**src/rtl/core/isotp_receive_reassembler_macros.svh**
```systemverilog
// assertion macros for the isotp receive reassembler
`ifndef ISOTP_RECEIVE_REASSEMBLER_MACROS_SVH
`define ISOTP_RECEIVE_REASSEMBLER_MACROS_SVH

// same-cycle implication, checked outside reset
`define ISOTP_RX_ASSERT_IMP(name, ante, cons) \
	name: assert property (@(posedge clk) disable iff (!arst_n) (ante) |-> (cons)) \
		else $error("isotp_rx check failed");

// next-cycle implication, checked outside reset
`define ISOTP_RX_ASSERT_NEXT(name, ante, cons) \
	name: assert property (@(posedge clk) disable iff (!arst_n) (ante) |=> (cons)) \
		else $error("isotp_rx check failed");

`endif

```
**src/rtl/core/isotp_rx_pkg.sv**
```systemverilog
// shared types and constants of the isotp receive reassembler
package isotp_rx_pkg;

	localparam logic [1:0] OP_ARM   = 2'd0;
	localparam logic [1:0] OP_FRAME = 2'd1;
	localparam logic [1:0] OP_ABORT = 2'd2;

	localparam logic [1:0] KIND_BYTE  = 2'd0;
	localparam logic [1:0] KIND_FLOW  = 2'd1;
	localparam logic [1:0] KIND_ERROR = 2'd2;

	localparam logic [2:0] ERR_SINGLE = 3'd0;
	localparam logic [2:0] ERR_FIRST  = 3'd1;
	localparam logic [2:0] ERR_SEQ    = 3'd2;
	localparam logic [2:0] ERR_SHORT  = 3'd3;
	localparam logic [2:0] ERR_TYPE   = 3'd4;

	localparam logic [3:0] PCI_SINGLE = 4'h0;
	localparam logic [3:0] PCI_FIRST  = 4'h1;
	localparam logic [3:0] PCI_CONSEC = 4'h2;

	localparam logic [3:0] FRAME_BYTES = 4'd8;
	localparam logic [3:0] SF_MAX_LEN  = 4'd7;
	localparam logic [2:0] FF_BYTES    = 3'd6;
	localparam logic [2:0] CF_MAX      = 3'd7;

	localparam int QUEUE_DEPTH = 4;

	typedef enum logic [1:0] {
		FIN_NONE,
		FIN_FLOW,
		FIN_ERROR,
		FIN_STREAM
	} fin_t;

	typedef struct packed {
		fin_t            fin;
		logic [2:0]      code;
		logic [2:0]      count;
		logic [6:0][7:0] bytes;
	} cmd_t;

	typedef enum logic [2:0] {
		B_IDLE,
		B_WRITE,
		B_FINISH,
		B_READ,
		B_EMIT
	} back_state_t;

endpackage

```
**src/rtl/core/isotp_rx_front.sv**
```systemverilog
// frame decoder and reassembly control state
`include "isotp_receive_reassembler_macros.svh"
module isotp_rx_front import isotp_rx_pkg::*; #(
	parameter int MAX_MESSAGE_BYTES = 64,
	parameter int AW = 6,
	parameter int CW = 7
) (
	input  logic          clk,
	input  logic          arst_n,
	input  logic          accept,
	input  logic [1:0]    op,
	input  logic [3:0]    dlc,
	input  logic [7:0]    byte_0,
	input  logic [7:0]    byte_1,
	input  logic [7:0]    byte_2,
	input  logic [7:0]    byte_3,
	input  logic [7:0]    byte_4,
	input  logic [7:0]    byte_5,
	input  logic [7:0]    byte_6,
	input  logic [7:0]    byte_7,
	output logic          push,
	output cmd_t          cmd,
	output logic [AW-1:0] cmd_base,
	output logic [CW-1:0] cmd_len
);

	localparam logic [12:0] MAX_TOTAL = 13'(MAX_MESSAGE_BYTES);

	logic          awaiting_q, awaiting_d;
	logic          in_multi_q, in_multi_d;
	logic [CW-1:0] stored_q, stored_d;
	logic [CW-1:0] expected_q, expected_d;
	logic [3:0]    next_seq_q, next_seq_d;

	logic [7:0][7:0] b;
	logic [3:0]      dlc_eff;
	logic [3:0]      dlc_m1;
	logic [3:0]      ftype;
	logic [3:0]      nib;
	logic [11:0]     total;
	logic [CW-1:0]   remaining;
	logic [2:0]      copy;
	logic [CW-1:0]   sum;

	assign b         = {byte_7, byte_6, byte_5, byte_4, byte_3, byte_2, byte_1, byte_0};
	assign dlc_eff   = (dlc > FRAME_BYTES) ? FRAME_BYTES : dlc;
	assign dlc_m1    = dlc_eff - 4'd1;
	assign ftype     = byte_0[7:4];
	assign nib       = byte_0[3:0];
	assign total     = {nib, byte_1};
	assign remaining = expected_q - stored_q;
	assign copy      = (remaining > CW'(CF_MAX)) ? CF_MAX : remaining[2:0];
	assign sum       = stored_q + CW'(copy);

	always_comb begin
		awaiting_d = awaiting_q;
		in_multi_d = in_multi_q;
		stored_d   = stored_q;
		expected_d = expected_q;
		next_seq_d = next_seq_q;
		push       = 1'b0;
		cmd        = '0;
		cmd_base   = '0;
		cmd_len    = '0;
		if (accept) begin
			case (op)
				OP_ARM: begin
					awaiting_d = 1'b1;
					in_multi_d = 1'b0;
					stored_d   = '0;
					expected_d = '0;
					next_seq_d = '0;
				end
				OP_ABORT: begin
					awaiting_d = 1'b0;
					in_multi_d = 1'b0;
					stored_d   = '0;
					expected_d = '0;
				end
				OP_FRAME: begin
					if (awaiting_q && dlc != 4'd0) begin
						push = 1'b1;
						if (ftype == PCI_SINGLE) begin
							if (nib == 4'd0 || nib > SF_MAX_LEN || nib > dlc_m1) begin
								cmd.fin  = FIN_ERROR;
								cmd.code = ERR_SINGLE;
							end else begin
								cmd.fin    = FIN_STREAM;
								cmd.count  = nib[2:0];
								cmd.bytes  = b[7:1];
								cmd_len    = CW'(nib);
								awaiting_d = 1'b0;
								in_multi_d = 1'b0;
								stored_d   = '0;
								expected_d = '0;
							end
						end else if (ftype == PCI_FIRST && dlc_eff == FRAME_BYTES) begin
							if (total <= 12'd7 || {1'b0, total} > MAX_TOTAL) begin
								cmd.fin  = FIN_ERROR;
								cmd.code = ERR_FIRST;
							end else begin
								cmd.fin    = FIN_FLOW;
								cmd.count  = FF_BYTES;
								cmd.bytes  = {8'h00, b[7:2]};
								expected_d = total[CW-1:0];
								stored_d   = CW'(FF_BYTES);
								next_seq_d = 4'd1;
								in_multi_d = 1'b1;
							end
						end else if (ftype == PCI_CONSEC && in_multi_q) begin
							if (nib != next_seq_q) begin
								cmd.fin    = FIN_ERROR;
								cmd.code   = ERR_SEQ;
								in_multi_d = 1'b0;
							end else if ({1'b0, copy} > dlc_m1) begin
								cmd.fin  = FIN_ERROR;
								cmd.code = ERR_SHORT;
							end else begin
								cmd.count  = copy;
								cmd.bytes  = b[7:1];
								cmd_base   = stored_q[AW-1:0];
								next_seq_d = next_seq_q + 4'd1;
								if (sum >= expected_q) begin
									cmd.fin    = FIN_STREAM;
									cmd_len    = expected_q;
									awaiting_d = 1'b0;
									in_multi_d = 1'b0;
									stored_d   = '0;
									expected_d = '0;
								end else begin
									cmd.fin  = FIN_NONE;
									stored_d = sum;
								end
							end
						end else begin
							cmd.fin  = FIN_ERROR;
							cmd.code = ERR_TYPE;
						end
					end
				end
				default: begin
				end
			endcase
		end
	end

	always_ff @(posedge clk or negedge arst_n) begin
		if (!arst_n) begin
			awaiting_q <= 1'b0;
			in_multi_q <= 1'b0;
			stored_q   <= '0;
			expected_q <= '0;
			next_seq_q <= '0;
		end else begin
			awaiting_q <= awaiting_d;
			in_multi_q <= in_multi_d;
			stored_q   <= stored_d;
			expected_q <= expected_d;
			next_seq_q <= next_seq_d;
		end
	end

	`ISOTP_RX_ASSERT_IMP(a_multi_needs_wait, in_multi_q, awaiting_q)
	`ISOTP_RX_ASSERT_IMP(a_count_below_total, in_multi_q, stored_q < expected_q)

endmodule

```
**src/rtl/core/isotp_rx_queue.sv**
```systemverilog
// command queue between frame decoder and executor
module isotp_rx_queue import isotp_rx_pkg::*; #(
	parameter int WIDTH = 64
) (
	input  logic             clk,
	input  logic             arst_n,
	input  logic             push,
	input  logic [WIDTH-1:0] push_data,
	output logic             full,
	input  logic             pop,
	output logic [WIDTH-1:0] pop_data,
	output logic             empty
);

	localparam int PW = $clog2(QUEUE_DEPTH);
	localparam int NW = $clog2(QUEUE_DEPTH + 1);

	logic [WIDTH-1:0] entry_q [QUEUE_DEPTH];
	logic [PW-1:0]    wr_ptr_q;
	logic [PW-1:0]    rd_ptr_q;
	logic [NW-1:0]    count_q;
	logic             do_push;
	logic             do_pop;

	assign full     = (count_q == NW'(QUEUE_DEPTH));
	assign empty    = (count_q == '0);
	assign do_push  = push && !full;
	assign do_pop   = pop && !empty;
	assign pop_data = entry_q[rd_ptr_q];

	always_ff @(posedge clk) begin
		if (do_push) begin
			entry_q[wr_ptr_q] <= push_data;
		end
	end

	always_ff @(posedge clk or negedge arst_n) begin
		if (!arst_n) begin
			wr_ptr_q <= '0;
			rd_ptr_q <= '0;
			count_q  <= '0;
		end else begin
			if (do_push) begin
				wr_ptr_q <= wr_ptr_q + PW'(1);
			end
			if (do_pop) begin
				rd_ptr_q <= rd_ptr_q + PW'(1);
			end
			case ({do_push, do_pop})
				2'b10:   count_q <= count_q + NW'(1);
				2'b01:   count_q <= count_q - NW'(1);
				default: count_q <= count_q;
			endcase
		end
	end

endmodule

```
**src/rtl/core/isotp_rx_back.sv**
```systemverilog
// command executor with message store and output register
`include "isotp_receive_reassembler_macros.svh"
module isotp_rx_back import isotp_rx_pkg::*; #(
	parameter int MAX_MESSAGE_BYTES = 64,
	parameter int AW = 6,
	parameter int CW = 7
) (
	input  logic          clk,
	input  logic          arst_n,
	input  logic          q_empty,
	output logic          pop,
	input  cmd_t          q_cmd,
	input  logic [AW-1:0] q_base,
	input  logic [CW-1:0] q_len,
	output logic          out_valid,
	input  logic          out_ready,
	output logic [1:0]    kind,
	output logic [7:0]    data_byte,
	output logic [5:0]    byte_index,
	output logic [6:0]    msg_length,
	output logic [2:0]    error_code,
	output logic          last
);

	localparam logic [AW:0] STORE_END = (AW + 1)'(MAX_MESSAGE_BYTES);

	back_state_t   state_q, state_d;
	cmd_t          cmd_q;
	logic [AW-1:0] base_q;
	logic [CW-1:0] len_q;
	logic [2:0]    cnt_q, cnt_d;
	logic [AW-1:0] idx_q, idx_d;
	logic [7:0]    mem [MAX_MESSAGE_BYTES];
	logic [7:0]    rd_data_q;

	logic          we;
	logic [AW-1:0] waddr;
	logic          out_free;
	logic          is_last;
	logic          out_load;
	logic [1:0]    load_kind;
	logic [7:0]    load_data;
	logic [5:0]    load_idx;
	logic [6:0]    load_len;
	logic [2:0]    load_code;
	logic          load_last;
	logic [AW+5:0] idx_ext;
	logic [CW+6:0] len_ext;

	logic          out_valid_q;
	logic [1:0]    kind_q;
	logic [7:0]    data_q;
	logic [5:0]    out_idx_q;
	logic [6:0]    out_len_q;
	logic [2:0]    code_q;
	logic          last_q;

	assign out_free = !out_valid_q || out_ready;
	assign waddr    = base_q + AW'(cnt_q);
	assign is_last  = (CW'(idx_q) + CW'(1)) == len_q;
	assign idx_ext  = {6'b0, idx_q};
	assign len_ext  = {7'b0, len_q};

	always_comb begin
		state_d   = state_q;
		cnt_d     = cnt_q;
		idx_d     = idx_q;
		pop       = 1'b0;
		we        = 1'b0;
		out_load  = 1'b0;
		load_kind = KIND_BYTE;
		load_data = '0;
		load_idx  = '0;
		load_len  = '0;
		load_code = '0;
		load_last = 1'b1;
		case (state_q)
			B_IDLE: begin
				if (!q_empty) begin
					pop     = 1'b1;
					cnt_d   = '0;
					state_d = (q_cmd.count != 3'd0) ? B_WRITE : B_FINISH;
				end
			end
			B_WRITE: begin
				we = 1'b1;
				if (cnt_q == cmd_q.count - 3'd1) begin
					state_d = B_FINISH;
				end else begin
					cnt_d = cnt_q + 3'd1;
				end
			end
			B_FINISH: begin
				case (cmd_q.fin)
					FIN_NONE: begin
						state_d = B_IDLE;
					end
					FIN_FLOW: begin
						if (out_free) begin
							out_load  = 1'b1;
							load_kind = KIND_FLOW;
							state_d   = B_IDLE;
						end
					end
					FIN_ERROR: begin
						if (out_free) begin
							out_load  = 1'b1;
							load_kind = KIND_ERROR;
							load_code = cmd_q.code;
							state_d   = B_IDLE;
						end
					end
					FIN_STREAM: begin
						idx_d   = '0;
						state_d = B_READ;
					end
					default: begin
						state_d = B_IDLE;
					end
				endcase
			end
			B_READ: begin
				state_d = B_EMIT;
			end
			B_EMIT: begin
				if (out_free) begin
					out_load  = 1'b1;
					load_kind = KIND_BYTE;
					load_data = rd_data_q;
					load_idx  = idx_ext[5:0];
					load_len  = len_ext[6:0];
					load_last = is_last;
					if (is_last) begin
						state_d = B_IDLE;
					end else begin
						idx_d   = idx_q + AW'(1);
						state_d = B_READ;
					end
				end
			end
			default: begin
				state_d = B_IDLE;
			end
		endcase
	end

	always_ff @(posedge clk or negedge arst_n) begin
		if (!arst_n) begin
			state_q <= B_IDLE;
			cnt_q   <= '0;
			idx_q   <= '0;
		end else begin
			state_q <= state_d;
			cnt_q   <= cnt_d;
			idx_q   <= idx_d;
		end
	end

	always_ff @(posedge clk) begin
		if (pop) begin
			cmd_q  <= q_cmd;
			base_q <= q_base;
			len_q  <= q_len;
		end
	end

	// message store, registered read
	always_ff @(posedge clk) begin
		if (we) begin
			mem[waddr] <= cmd_q.bytes[cnt_q];
		end
		rd_data_q <= mem[idx_q];
	end

	always_ff @(posedge clk or negedge arst_n) begin
		if (!arst_n) begin
			out_valid_q <= 1'b0;
		end else if (out_load) begin
			out_valid_q <= 1'b1;
		end else if (out_ready) begin
			out_valid_q <= 1'b0;
		end
	end

	always_ff @(posedge clk) begin
		if (out_load) begin
			kind_q    <= load_kind;
			data_q    <= load_data;
			out_idx_q <= load_idx;
			out_len_q <= load_len;
			code_q    <= load_code;
			last_q    <= load_last;
		end
	end

	assign out_valid  = out_valid_q;
	assign kind       = kind_q;
	assign data_byte  = data_q;
	assign byte_index = out_idx_q;
	assign msg_length = out_len_q;
	assign error_code = code_q;
	assign last       = last_q;

	`ISOTP_RX_ASSERT_IMP(a_write_in_store, we, ({1'b0, base_q} + (AW + 1)'(cnt_q)) < STORE_END)
	`ISOTP_RX_ASSERT_IMP(a_stream_len_set, state_q == B_READ || state_q == B_EMIT, len_q != '0)

endmodule

```
**src/rtl/core/isotp_receive_reassembler.sv**
```systemverilog
// top level of the isotp receive reassembler
// Takes classic CAN frames (plus arm and timeout-abort beats) and rebuilds one
// transport-layer message of up to MAX_MESSAGE_BYTES bytes. The front end decodes
// each frame combinationally and registers the new reassembly state on accept; a
// frame beat is accepted in any cycle in which the four-entry command queue has
// room. The back end drains the queue: it picks a command, writes its stored
// frame bytes one at a time (up to 7, one store write port), then loads a flow
// control or error beat, streams a completed message out byte by byte (each byte
// read through the registered store read, then emitted), or goes back to idle
// after a mid-message frame. Output beats sit in a register; a stalled consumer
// holds the back end, and the front end stalls once the command queue is full.
// The store is not cleared at reset; only written bytes are ever streamed.
module isotp_receive_reassembler import isotp_rx_pkg::*; #(
	parameter int MAX_MESSAGE_BYTES = 64
) (
	input  logic       clk,
	input  logic       arst_n,
	input  logic       in_valid,
	output logic       in_ready,
	input  logic [1:0] op,
	input  logic [3:0] dlc,
	input  logic [7:0] byte_0,
	input  logic [7:0] byte_1,
	input  logic [7:0] byte_2,
	input  logic [7:0] byte_3,
	input  logic [7:0] byte_4,
	input  logic [7:0] byte_5,
	input  logic [7:0] byte_6,
	input  logic [7:0] byte_7,
	output logic       out_valid,
	input  logic       out_ready,
	output logic [1:0] kind,
	output logic [7:0] data_byte,
	output logic [5:0] byte_index,
	output logic [6:0] msg_length,
	output logic [2:0] error_code,
	output logic       last
);

	localparam int AW = $clog2(MAX_MESSAGE_BYTES);
	localparam int CW = $clog2(MAX_MESSAGE_BYTES + 1);
	localparam int QW = $bits(cmd_t) + AW + CW;

	logic          accept;
	logic          f_push;
	cmd_t          f_cmd;
	logic [AW-1:0] f_base;
	logic [CW-1:0] f_len;
	logic          q_full;
	logic          q_empty;
	logic          q_pop;
	logic [QW-1:0] q_data;
	cmd_t          b_cmd;
	logic [AW-1:0] b_base;
	logic [CW-1:0] b_len;

	assign in_ready = !q_full;
	assign accept   = in_valid && in_ready;
	assign {b_cmd, b_base, b_len} = q_data;

	isotp_rx_front #(
		.MAX_MESSAGE_BYTES(MAX_MESSAGE_BYTES),
		.AW(AW),
		.CW(CW)
	) u_front (
		.clk      (clk),
		.arst_n   (arst_n),
		.accept   (accept),
		.op       (op),
		.dlc      (dlc),
		.byte_0   (byte_0),
		.byte_1   (byte_1),
		.byte_2   (byte_2),
		.byte_3   (byte_3),
		.byte_4   (byte_4),
		.byte_5   (byte_5),
		.byte_6   (byte_6),
		.byte_7   (byte_7),
		.push     (f_push),
		.cmd      (f_cmd),
		.cmd_base (f_base),
		.cmd_len  (f_len)
	);

	isotp_rx_queue #(
		.WIDTH(QW)
	) u_queue (
		.clk       (clk),
		.arst_n    (arst_n),
		.push      (f_push),
		.push_data ({f_cmd, f_base, f_len}),
		.full      (q_full),
		.pop       (q_pop),
		.pop_data  (q_data),
		.empty     (q_empty)
	);

	isotp_rx_back #(
		.MAX_MESSAGE_BYTES(MAX_MESSAGE_BYTES),
		.AW(AW),
		.CW(CW)
	) u_back (
		.clk        (clk),
		.arst_n     (arst_n),
		.q_empty    (q_empty),
		.pop        (q_pop),
		.q_cmd      (b_cmd),
		.q_base     (b_base),
		.q_len      (b_len),
		.out_valid  (out_valid),
		.out_ready  (out_ready),
		.kind       (kind),
		.data_byte  (data_byte),
		.byte_index (byte_index),
		.msg_length (msg_length),
		.error_code (error_code),
		.last       (last)
	);

endmodule

```
**config.mk**
```make
export PLATFORM = sky130hd
export DESIGN_NAME = isotp_receive_reassembler
export DESIGN_NICKNAME = d
export VERILOG_FILES = /design/src/rtl/core/isotp_rx_pkg.sv /design/src/rtl/core/isotp_rx_front.sv /design/src/rtl/core/isotp_rx_queue.sv /design/src/rtl/core/isotp_rx_back.sv /design/src/rtl/core/isotp_receive_reassembler.sv
export VERILOG_INCLUDE_DIRS = /design/src /design/src/rtl/core
export SDC_FILE = /design/constraint.sdc
export NUM_CORES = 1
export LEC_CHECK = 0
export BUFFER_PORTS_ARGS = -buffer_cell sky130_fd_sc_hd__clkbuf_2
export CORE_AREA = 8 8 265 267
export DETAILED_ROUTE_END_ITERATION = 7
export DIE_AREA = 0 0 273 275
export GPL_ROUTABILITY_DRIVEN = 0
export PLACE_DENSITY = 0.76
export SKIP_CTS_REPAIR_TIMING = 1
export SYNTH_ARGS = -nofsm -noshare
export SYNTH_HDL_FRONTEND = slang
export SYNTH_SLANG_ARGS = --single-unit
```
**constraint.sdc**
```tcl
create_clock -name clk -period 9.2 [get_ports clk]
set_clock_uncertainty 0.15 [all_clocks]
set_input_delay 0.46 -clock clk [delete_from_list [all_inputs] [get_ports clk]]
set_output_delay 0.46 -clock clk [all_outputs]
set_load 0.01 [all_outputs]
```
Word-level counts from Yosys, hierarchy flattened
Memory sizes are Yosys's and may differ from the RTL's. A register that Yosys moved wholly into a read port is not among the register bits. Index checks and enable logic that the tools add are counted.

Register bits after elaboration: 144. Latch bits: 0. Bits in writable memories: 820. Memory bits (read-only): 0. Bits of input ports: 74. Output and inout port bits: 29. Memories kept: 2.

Memories: u_back.mem (depth 64, width 8, read ports 1, clocked after memory_dff 1, write ports 1, RTL line isotp_rx_back.sv:33) `logic [7:0] mem [MAX_MESSAGE_BYTES];`; u_queue.entry_q (depth 4, width 77, read ports 1, clocked after memory_dff 0, write ports 1, RTL line isotp_rx_queue.sv:18) `logic [WIDTH-1:0] entry_q [QUEUE_DEPTH];`.

Add/subtract/negate cells: 13. Multiply operators: 0. Div/mod/pow operators: 0. $lt $le $gt $ge: 9. Equality and inequality tests: 44. Shifts and indexed selects: 0. Multiplexer cells: 117. Bitwise logic cells: 0. Reduce and logical (&&, ||, !) cells: 40.

Operators with widths (number): two-way mux 64 bit (5); two-way mux 59 bit (5); two-way mux 7 bit (26); two-way mux 6 bit (11); two-way mux 4 bit (9); two-way mux 1 bit (31); case mux 7 bit (2 select lines) (2); binary-select mux 8 bit (select 3 bit) (1); AND reduction 8 bit (3); two-way mux 3 bit (7); inequality test 3 x 2 -> 1 bit (second input constant) (6); AND reduction 9 bit (2); case mux 3 bit (5 select lines) (1); two-way mux 2 bit (7); > comparator 12 x 7 -> 1 bit (second input constant) (1); <= comparator 12 x 3 -> 1 bit (second input constant) (1); case mux 3 bit (2 select lines) (2); case mux 6 bit (2 select lines) (1); nonzero test 2 bit (6); two-way mux 5 bit (2); inequality test 2 bit (second input constant) (5); inequality test 3 x 1 -> 1 bit (second input constant) (3); case mux 3 bit (3 select lines) (1); == test 2 bit (second input constant) (4); 51 further kinds (81).

Logic depth before layout (Yosys ltp)
Word-level depth: 14. Mapped depth: 24. Mapped depth without buffers: 23.

Cells and area by module
Synthesis repeated with hierarchy kept, for this count alone.

Cells, all modules: 2100. Area, all modules: 39412.8 um2.

Modules (own cells, without submodules): isotp_rx_back (instances 1, cells each 1242, area an instance 24898.9 um2); isotp_rx_queue (instances 1, cells each 440, area an instance 11528.6 um2); isotp_rx_front (instances 1, cells each 416, area an instance 2975.4 um2); isotp_receive_reassembler (instances 1, cells each 2, area an instance 10.0 um2).

Worst setup path before layout
Ideal clock, no wire load.

Path kind: register -> register. From: reg u_back.state_q[1]. To: reg u_queue.count_q[2]. Library setup time: 0.079 ns. Arrival time: 5.637 ns. Data required time: 8.971 ns. Setup slack: 3.334 ns. Stages on the path, launching flop included: 9. Path through: dfrtp_1 > or3_1 > nor2_1 > ha_1 > inv_1 > fa_1 > xor2_1 > nor2_1 > xor2_1.

Word-level cells in the longest chain between the ends: 5.

RTL lines: start, declared (RTL line isotp_rx_back.sv:27) `back_state_t state_q, state_d;`; start signal, assigned (RTL line isotp_rx_back.sv:153) `state_q <= state_d;`; logical NOT 3 bit * (RTL line isotp_rx_back.sv:77) `case (state_q)`; two-way mux 1 bit * (RTL line isotp_rx_back.sv:77); net q_pop (RTL line isotp_receive_reassembler.sv:51) `logic q_pop;`; logical AND 1 bit * (RTL line isotp_rx_queue.sv:28) `assign do_pop = pop && !empty;`; == test 2 x 1 -> 1 bit / == test 2 bit (equally long branches) (RTL line isotp_rx_queue.sv:49) `case ({do_push, do_pop})`; case mux 3 bit (2 select lines) / nonzero test 2 bit (equally long branches); end signal, assigned (RTL line isotp_rx_queue.sv:50) `2'b10: count_q <= count_q + NW'(1);`; end signal, assigned (RTL line isotp_rx_queue.sv:51) `2'b01: count_q <= count_q - NW'(1);`; end signal, assigned (RTL line isotp_rx_queue.sv:52) `default: count_q <= count_q;`; end, declared (RTL line isotp_rx_queue.sv:21) `logic [NW-1:0] count_q;`.

The timed path passes the listed nets; every way through them passes the cells marked *. A chain may end at the register's enable or synchronous reset.

Final worst setup path
From: reg u_front.expected_q[0]. To: reg u_front.stored_q[6].

Word-level cells in the longest chain between the ends: 13.

RTL lines: start, declared (RTL line isotp_rx_front.sv:32) `logic [CW-1:0] expected_q, expected_d;`; start signal, assigned (RTL line isotp_rx_front.sv:158) `expected_q <= expected_d;`; subtractor 7 bit (RTL line isotp_rx_front.sv:51) `assign remaining = expected_q - stored_q;`; > comparator 7 x 3 -> 1 bit (RTL line isotp_rx_front.sv:52) `assign copy = (remaining > CW'(CF_MAX)) ? CF_MAX : remaining[2:0];`; two-way mux 3 bit (RTL line isotp_rx_front.sv:52); adder 7 x 3 -> 7 bit (RTL line isotp_rx_front.sv:53) `assign sum = stored_q + CW'(copy);`; greater-or-equal comparator 7 bit (RTL line isotp_rx_front.sv:123) `if (sum >= expected_q) begin`; two-way mux 7 bit (RTL line isotp_rx_front.sv:123); two-way mux 7 bit (RTL line isotp_rx_front.sv:115) `end else if ({1'b0, copy} > dlc_m1) begin`; two-way mux 7 bit (RTL line isotp_rx_front.sv:111) `if (nib != next_seq_q) begin`; two-way mux 7 bit (RTL line isotp_rx_front.sv:110) `end else if (ftype == PCI_CONSEC && in_multi_q) begin`; two-way mux 7 bit (RTL line isotp_rx_front.sv:97) `end else if (ftype == PCI_FIRST && dlc_eff == FRAME_BYTES) begin`; two-way mux 7 bit (RTL line isotp_rx_front.sv:83) `if (ftype == PCI_SINGLE) begin`; two-way mux 7 bit (RTL line isotp_rx_front.sv:81) `if (awaiting_q && dlc != 4'd0) begin`; case mux 7 bit (2 select lines) (RTL line isotp_rx_front.sv:66) `case (op)`; end signal, assigned (RTL line isotp_rx_front.sv:157) `stored_q <= stored_d;`; end, declared (RTL line isotp_rx_front.sv:31) `logic [CW-1:0] stored_q, stored_d;`.

Parallel ways exist; a longest one is shown, timed or not. The select of a mux whose other input is x is not followed.

==> impl_metrics.py <==
metrics = {
    "global_route": {
        "grt_pass1_vias": 20500,
        "grt_remaining_overflow": 0,
        "grt_max_degree": 79,
        "grt.total_usage": 0.228,
        "grt_pass1_wl_um": 128000,
        "antenna_found_initial": 3,
    },
    "synthesis": {
        "yosysWarnings": 0,
        "ys.flop_type": "edfxtp_1",
        "ys_ff_latch": 972,
        "synth_fp_nets": 2121,
        "yosysSeqAreaShare": 0.739,
        "syn_inst": 2001,
        "yosysUniqueCellTypes": 64,
        "async_flop_share": 0.0412,
        "synth-edff-count": 924,
        "avgSynthCellArea_um2": 19.6,
        "syn_area_um2": 39100,
    },
    "final_layout": {
        "nets": 2258,
        "area_growth_pct": 12.5,
        "fillers": 4203,
        "fin_util": 0.663,
        "drive_above_1_share": 0.251,
    },
    "place": {
        "portBuffers": 102,
        "dp_hpwl_um": 50200,
    },
    "sta": {
        "finalMaxSlewViolations": 0,
        "fmax_mhz": 167,
        "whs_ps": 25.1,
        "period_needed_ps": 6000,
        "hold_violations": 0,
        "setup_violations": 0,
        "tightest_slew_ps": 1180,
        "relSlewSlack": 0.212,
        "fin_crit_sh": 0.652,
        "fin_setup_tns_ps": 0,
        "rsz0062_at_grt": "false",
    },
    "floorplan": {
        "num_rows": 95,
        "die_area_um2": 75100,
        "ios": 103,
        "start_util": 0.590,
        "die_width_um": 273,
        "die_y_um": 275,
        "core_area_um2": 66300,
    },
    "cts": {
        "clk_pin_slew_ps": 70,
        "cts_root_buffer": "clkbuf_16",
        "cts.sinks": 972,
        "max-clock-path-buffers": 3,
        "cts_tree": "done",
        "htreeDepth": 3,
        "worstSkewPairLatency_ps": 660,
        "numCtsBuffers": 95,
    },
    "detailed_routing": {
        "ant_nets": 0,
        "vias": 19800,
        "wirelength_um": 85200,
        "dr.pass1.iters": 6,
        "drt_iter0_drc": 1908,
        "drc": 0,
        "drt-vias-per-instance": 6.40,
        "wl_per_cell_um": 27.5,
    },
    "worst_setup_path": {
        "endpoint_kind": "register",
        "ff2ff_setup_slack_ps": 3200,
        "cp-start-kind": "register",
        "arrival_ps": 6390,
        "critPathKind": "reg -> reg",
        "r2r-end": "u_front.stored_q[6]",
        "cp_data_required_time_ps": 9600,
        "worstRegToRegCells": 24,
        "r2r-start": "u_front.expected_q[0]",
        "crit_fanout": 13,
    },
    "pwr": {
        "p_per_area_nw_per_um2": 337,
        "p_leak_uw": 0.0140,
        "ir_worst_vdd_uv": 227,
    },
    "outcome": {
        "outcome": "finished clean",
    },
    "hold_path": {
        "hold_path_class": "in -> reg",
        "hold_start": "byte_1[2]",
        "worst_hold_path.endpoint": "u_front.expected_q[2]",
        "hold-path-cell-count": 3,
    },
    "run": {
        "drv_cap": 0,
    },
}
==> placed cells by master, fill, tap and decap left out, types with 20 or more instances in the layout <==
| cell type | count |
|---|---|
| xor2_1 | 20 |
| nor2_1 | 169 |
| clkbuf_1 | 22 |
| clkbuf_2 | 102 |
| inv_1 | 36 |
| edfxtp_1 | 924 |
| ha_1 | 42 |
| xnor2_1 | 21 |
| nor3_1 | 24 |
| buf_4 | 29 |
| dfrtp_1 | 35 |
| clkbuf_16 | 96 |
| and2_1 | 37 |
| a21oi_1 | 32 |
| a22oi_1 | 48 |
| mux4_2 | 253 |
| nand3_1 | 22 |
| nand2_1 | 60 |
| o21ai_0 | 36 |
==> power by group <==
group | total (uW) | leakage (uW) | switching (uW) | internal (uW)
Clock | 4010 | 0.00157 | 1660 | 2350
Combinational | 4310 | 0.00357 | 2750 | 1560
Sequential | 6510 | 0.00882 | 325 | 6180
==> flip-flops by register name, summed over array words and instances, names as in the netlist, 7 cells and up <==
| register | flops |
|---|---|
| u_queue.entry_q | 308 |
| u_back.data_byte | 8 |
| u_back.len_q | 7 |
| u_back.mem | 512 |
| u_front.expected_q | 7 |
| u_back.msg_length | 7 |
| u_back.rd_data_q | 8 |
| u_front.stored_q | 7 |
| u_back.cmd_q | 64 |
==> cells by family (layout without fill, tap and decap cells) <==
kind of cell	Yosys count	after routing	share of synthesized area
XOR/XNOR	42	42	0.00975
AO/OA/AOI/OAI	178	178	0.0302
adder cells (fa/ha/maj)	46	46	0.0155
AND/OR/NAND/NOR	368	368	0.0433
multiplexers	266	266	0.149
flip-flops	972	972	0.739
other	0	1	0
buffers and inverters	129	347	0.0135
==> worst max-delay path: stages (launching register included) <==
cell and delay, ps:
dfrtp_1 410, inv_1 70, ha_1 230, fa_1 450
nor2b_1 180, o221ai_1 170, a21oi_1 160, o211ai_1 140
nor2_1 360, and2_1 240, nor2_1 70, fa_1 440
a21oi_1 170, nor2_1 110, nand3_1 120, xnor2_1 150
ha_1 280, a21oi_1 120, o21ai_0 100, a21oi_1 670
inv_1 130, nor3_1 380, buf_4 270, nand2_1 60
o21ai_0 230
==> how the worst max path moves through the flow <==
stage                          start  slack (ps)             endpoint  depth (start not counted)
2_1_floorplan      u_back.state_q[1]        3330   u_queue.count_q[2]                          8
3_3_place_gp   u_front.expected_q[0]        3580  u_front.stored_q[3]                         24
3_5_place_dp   u_front.expected_q[0]        3440  u_front.stored_q[3]                         24
4_1_cts        u_front.expected_q[0]        3340  u_front.stored_q[6]                         24
5_1_grt        u_front.expected_q[0]        2750  u_front.stored_q[6]                         24
6_report       u_front.expected_q[0]        3200  u_front.stored_q[6]                         24
==> synth_stat cells (21+ instances only) <==
cell type / number / area share
xnor2_1: 21 / 0.0047
nor3_1: 24 / 0.0031
nand2_1: 60 / 0.0058
and2_1: 42 / 0.0067
inv_1: 36 / 0.0035
dfrtp_1: 40 / 0.026
nand3_1: 22 / 0.0028
nor2_1: 171 / 0.016
edfxtp_1: 924 / 0.71
a22oi_1: 48 / 0.0092
o21ai_0: 36 / 0.0046
a21oi_1: 40 / 0.0051
clkbuf_1: 48 / 0.0046
ha_1: 42 / 0.013
mux4_2: 253 / 0.15
==> cell type report <==
| class | instances | area [um2] | share of cell area |
|---|---|---|---|
| clock buffers | 124 | 2570 | 0.0584 |
| multi-input cells | 900 | 9820 | 0.223 |
| clock inverters | 54 | 713 | 0.0162 |
| flip-flops and latches | 972 | 28900 | 0.657 |
| well taps | 873 | 1090 | 0.0248 |
| repair buffers | 132 | 738 | 0.0168 |
| diodes | 1 | 2.50 | 0.0000569 |
| inverters | 37 | 139 | 0.00316 |
==> routing by layer <==
| layer | track usage | part of all wire | vias up |
|---|---|---|---|
| met3 | 0.0456 | 0.073 | 167 |
| met5 | 0 | 0.00023 | - |
| met1 | 0.298 | 0.38 | 10300 |
| met2 | 0.376 | 0.50 | 889 |
| li1 | - | - | 8418 |
| met4 | 0.0937 | 0.037 | 4 |
==> metrics by stage <==
step / power [uW] / cell area (um2) / std cells / setup slack [ps]
4_1_cts: 14900 / 44000 / 3091 / 3340
3_3_place_gp: 10700 / 40700 / 2913 / 3580
2_1_floorplan: 9410 / 39100 / 2001 / 3330
6_report: 14800 / 44000 / 3093 / 3200
3_5_place_dp: 10900 / 40700 / 2913 / 3440
5_1_grt: 15400 / 44000 / 3092 / 2750
Power figures use the tool's default switching activity.
